<file path="config.mk">
export PLATFORM = sky130hd
export DESIGN_NAME = bpa_word_scan
export DESIGN_NICKNAME = d
export VERILOG_FILES = /design/src/hdl/bpa_word_scan.sv
export SDC_FILE = /design/constraint.sdc
export NUM_CORES = 1
export LEC_CHECK = 0
export BUFFER_PORTS_ARGS = -buffer_cell sky130_fd_sc_hd__buf_2
export CAP_MARGIN = 15
export CORE_MARGIN = 8
export CORE_UTILIZATION = 53
export DETAILED_ROUTE_END_ITERATION = 12
export PLACE_DENSITY_LB_ADDON = 0.1
export SLEW_MARGIN = 10
export SYNTH_ARGS = -nofsm -noshare
export SYNTH_HDL_FRONTEND = slang
export SYNTH_SLANG_ARGS = --single-unit
</file>
<file path="constraint.sdc">
create_clock -name vclk -period 4.8
set_input_delay 0.72 -clock vclk [all_inputs]
set_output_delay 0.72 -clock vclk [all_outputs]
set_load 0.1 [all_outputs]
</file>
<file path="src/hdl/bpa_word_scan.sv">
`default_nettype none

// Finds the lowest set bit of one bitmap word among the bits whose offset
// lies below the number of pages still available from this word on.
module bpa_word_scan #(
    parameter int WORD_BITS = 32,
    parameter int AVAIL_W   = 17
) (
    input  wire logic [WORD_BITS-1:0]           word_i,
    input  wire logic [AVAIL_W-1:0]             avail_i,
    output logic                                found_o,
    output logic [$clog2(WORD_BITS)-1:0]        bit_o
);

    localparam int BIT_W = $clog2(WORD_BITS);

    always_comb begin
        found_o = 1'b0;
        bit_o   = '0;
        for (int b = WORD_BITS - 1; b >= 0; b--) begin
            if (word_i[b] && (AVAIL_W'(b) < avail_i)) begin
                found_o = 1'b1;
                bit_o   = BIT_W'(b);
            end
        end
    end

endmodule

`default_nettype wire

</file>
==> results.cfg <==
[timing]
drv_slew = 0
fin_ws_ns = 0.867
fin_crit_sh = 0.819
whs_ns = 2.06
tightestPinTransition_ns = 0.556
fmax_ghz = 0.254
rsz0062_at_grt = no
setup-tns-final_ns = 0
hold_viol_final = 0
fin_crit_ns = 3.93
relSlewSlack = 0.626
setup_violations = 0

[setup_path]
critPathLaunchType = primary input
path_common_cell = buf_2
cp_data_arrival_time_ns = 3.21
max_stage_delay_ns = 0.54
cp_max_fo = 10
crit_path_end_kind = output port
cp_cell_sequence = buf_2 > nor4_4 > nand3_2 > o22ai_1 > nor2_1 > a311oi_1 > o211ai_1 > a211oi_2 > buf_2
critPathSlowestCell = nor4_4
crit_required_ns = 4.08
criticalPathCategory = primary input to output port

[power]
comb_power_share = 1.000
power_mw = 0.101
p_sw_mw = 0.0636
p_int_mw = 0.0369
p_leak_nw = 0.579
p_clk_frac = 0
switching_share = 0.633
vdd_drop_max_v = 0.0000609
power.density_nw_per_um2 = 73.4
seqPwrFrac = 0

[layout]
clkbuf_count = 0
fin_cells = 251
layout-drive-gt1-share = 0.308
final_common_cell = buf_2
final_nets = 275
seq_cells = 0
multi_input_area_sq_um = 1020
num_antenna_cells = 0
fillers = 205
seq_area_sq_um = 0
layout-area-overhead-vs-synth_pct = 25.6
fin_util = 0.698
mostFrequentLayoutCells = 55 x buf_2, 19 x a21oi_1, 18 x nor2_1
final_cell_area_sq_um = 1370

[die]
fp.dieH_um = 61.4
row_count = 16
chipWidth_um = 61.4
coreArea_sq_um = 1960
initial_core_util = 0.556
io_pins = 55
dieArea_sq_um = 3770

[yosys]
synth_area_leaders = a21oi_1 8.7%, o21ai_0 6.9%, nor2_1 6.2%
synth.top_cell.area_share = 0.0872
syn_inst = 180
yosysTopAreaCell = a21oi_1
syn_area_sq_um = 1090
synth_warnings = 0
yosysSeqAreaShare = 0
syn_nets = 229
synth.avg_cell_area_sq_um = 6.06
synth.distinct_cells = 47

[outcome]
status = completed

[placed_design]
pre_cts_ws_ns = 0.912
routabilityCongestion = 0.942
dp.cells = 251
dpl-instance-area_sq_um = 1370
hpwl_um = 3180
io_buffers = 55

[run]
max-cap-violations = 0

[global_route]
grt_first_pass_wirelength_um = 6230
grt_start_max_net_pins = 27
grt-ovfl-total = 0
antenna_found_initial = 0
grt_pass1_vias = 1466
grtUsageTotal = 0.205

[route]
route.detailed.wl_per_inst_um = 15.7
drtAntennaViolNets = 0
drt-initial-drc-count = 104
dr.pass1.iters = 4
viasPerCell = 6.37
drcViolationCount = 0
wl_um = 3950
dr_total_vias = 1599

[min_path]
min_path_type = primary input to output port

[clock_tree]
hold_buffers = 0
cts-resized-gates = 0
post_cts_buffers = 0
Yosys cell counts, drive strengths merged:
cell type,instances
clkbuf,9
o31ai,4
and3b,1
nand2b,6
nor3,8
nor4,4
a211oi,5
and3,4
nand2,16
o211a,1
o21ai,21
buf,3
o22a,2
o41ai,1
a21o,2
a211o,2
nor2b,4
or3,1
a22o,2
o2111a,1
nand4,4
o31a,1
nand3,7
o2111ai,4
o311ai,1
a31oi,2
a311oi,1
a21oi,19
nor2,18
a31o,1
a32oi,1
o211ai,3
o22ai,3
o21a,3
a41oi,2
inv,9
and2,1
a21boi,3
power groups by stage:
stage,clock (mW),combinational (mW),sequential [mW]
2_1_floorplan,0,0.0599,0
3_3_place_gp,0,0.0964,0
3_5_place_dp,0,0.0987,0
4_1_cts,0,0.0990,0
5_1_grt,0,0.109,0
6_report,0,0.101,0
path summary, 6_finish.rpt:
| check | startpoint | endpoint | slack, ns | depth (start not counted) |
|---|---|---|---|---|
| worst max-delay path | avail_i[9] | bit_o[1] | 0.87 | 9 |
| worst min-delay path | word_i[0] | bit_o[0] | 2.06 | 5 |
routing by layer:
metal | track usage | up-vias | wire length, um
met5 | 0 | - | 0
met1 | 0.262 | 710 | 1590
met4 | 0.0487 | 0 | 34
li1 | - | 784 | -
met3 | 0.0188 | 6 | 380
met2 | 0.358 | 99 | 1950
area by class of cell:
type	count	share of cell area
Multi-Input combinational cell	159	0.744
Inverter	9	0.0247
Timing Repair Buffer	56	0.206
Tap cell	27	0.0247
cell families (layout without fill, tap and decap cells):
logic type             after synthesis  count (layout)  share of synthesized area
and+or+nand+nor                     74              74                      0.392
buffers and inverters               21              65                     0.0745
AOI/OAI and AO/OA                   85              85                      0.533
critical path: cells and delay by family:
family / cells / cell delay, ns
compound gates: 4 / 0.99
buf+inv: 2 / 0.56
simple gates: 3 / 0.95
(Power assumes the default switching activity.)
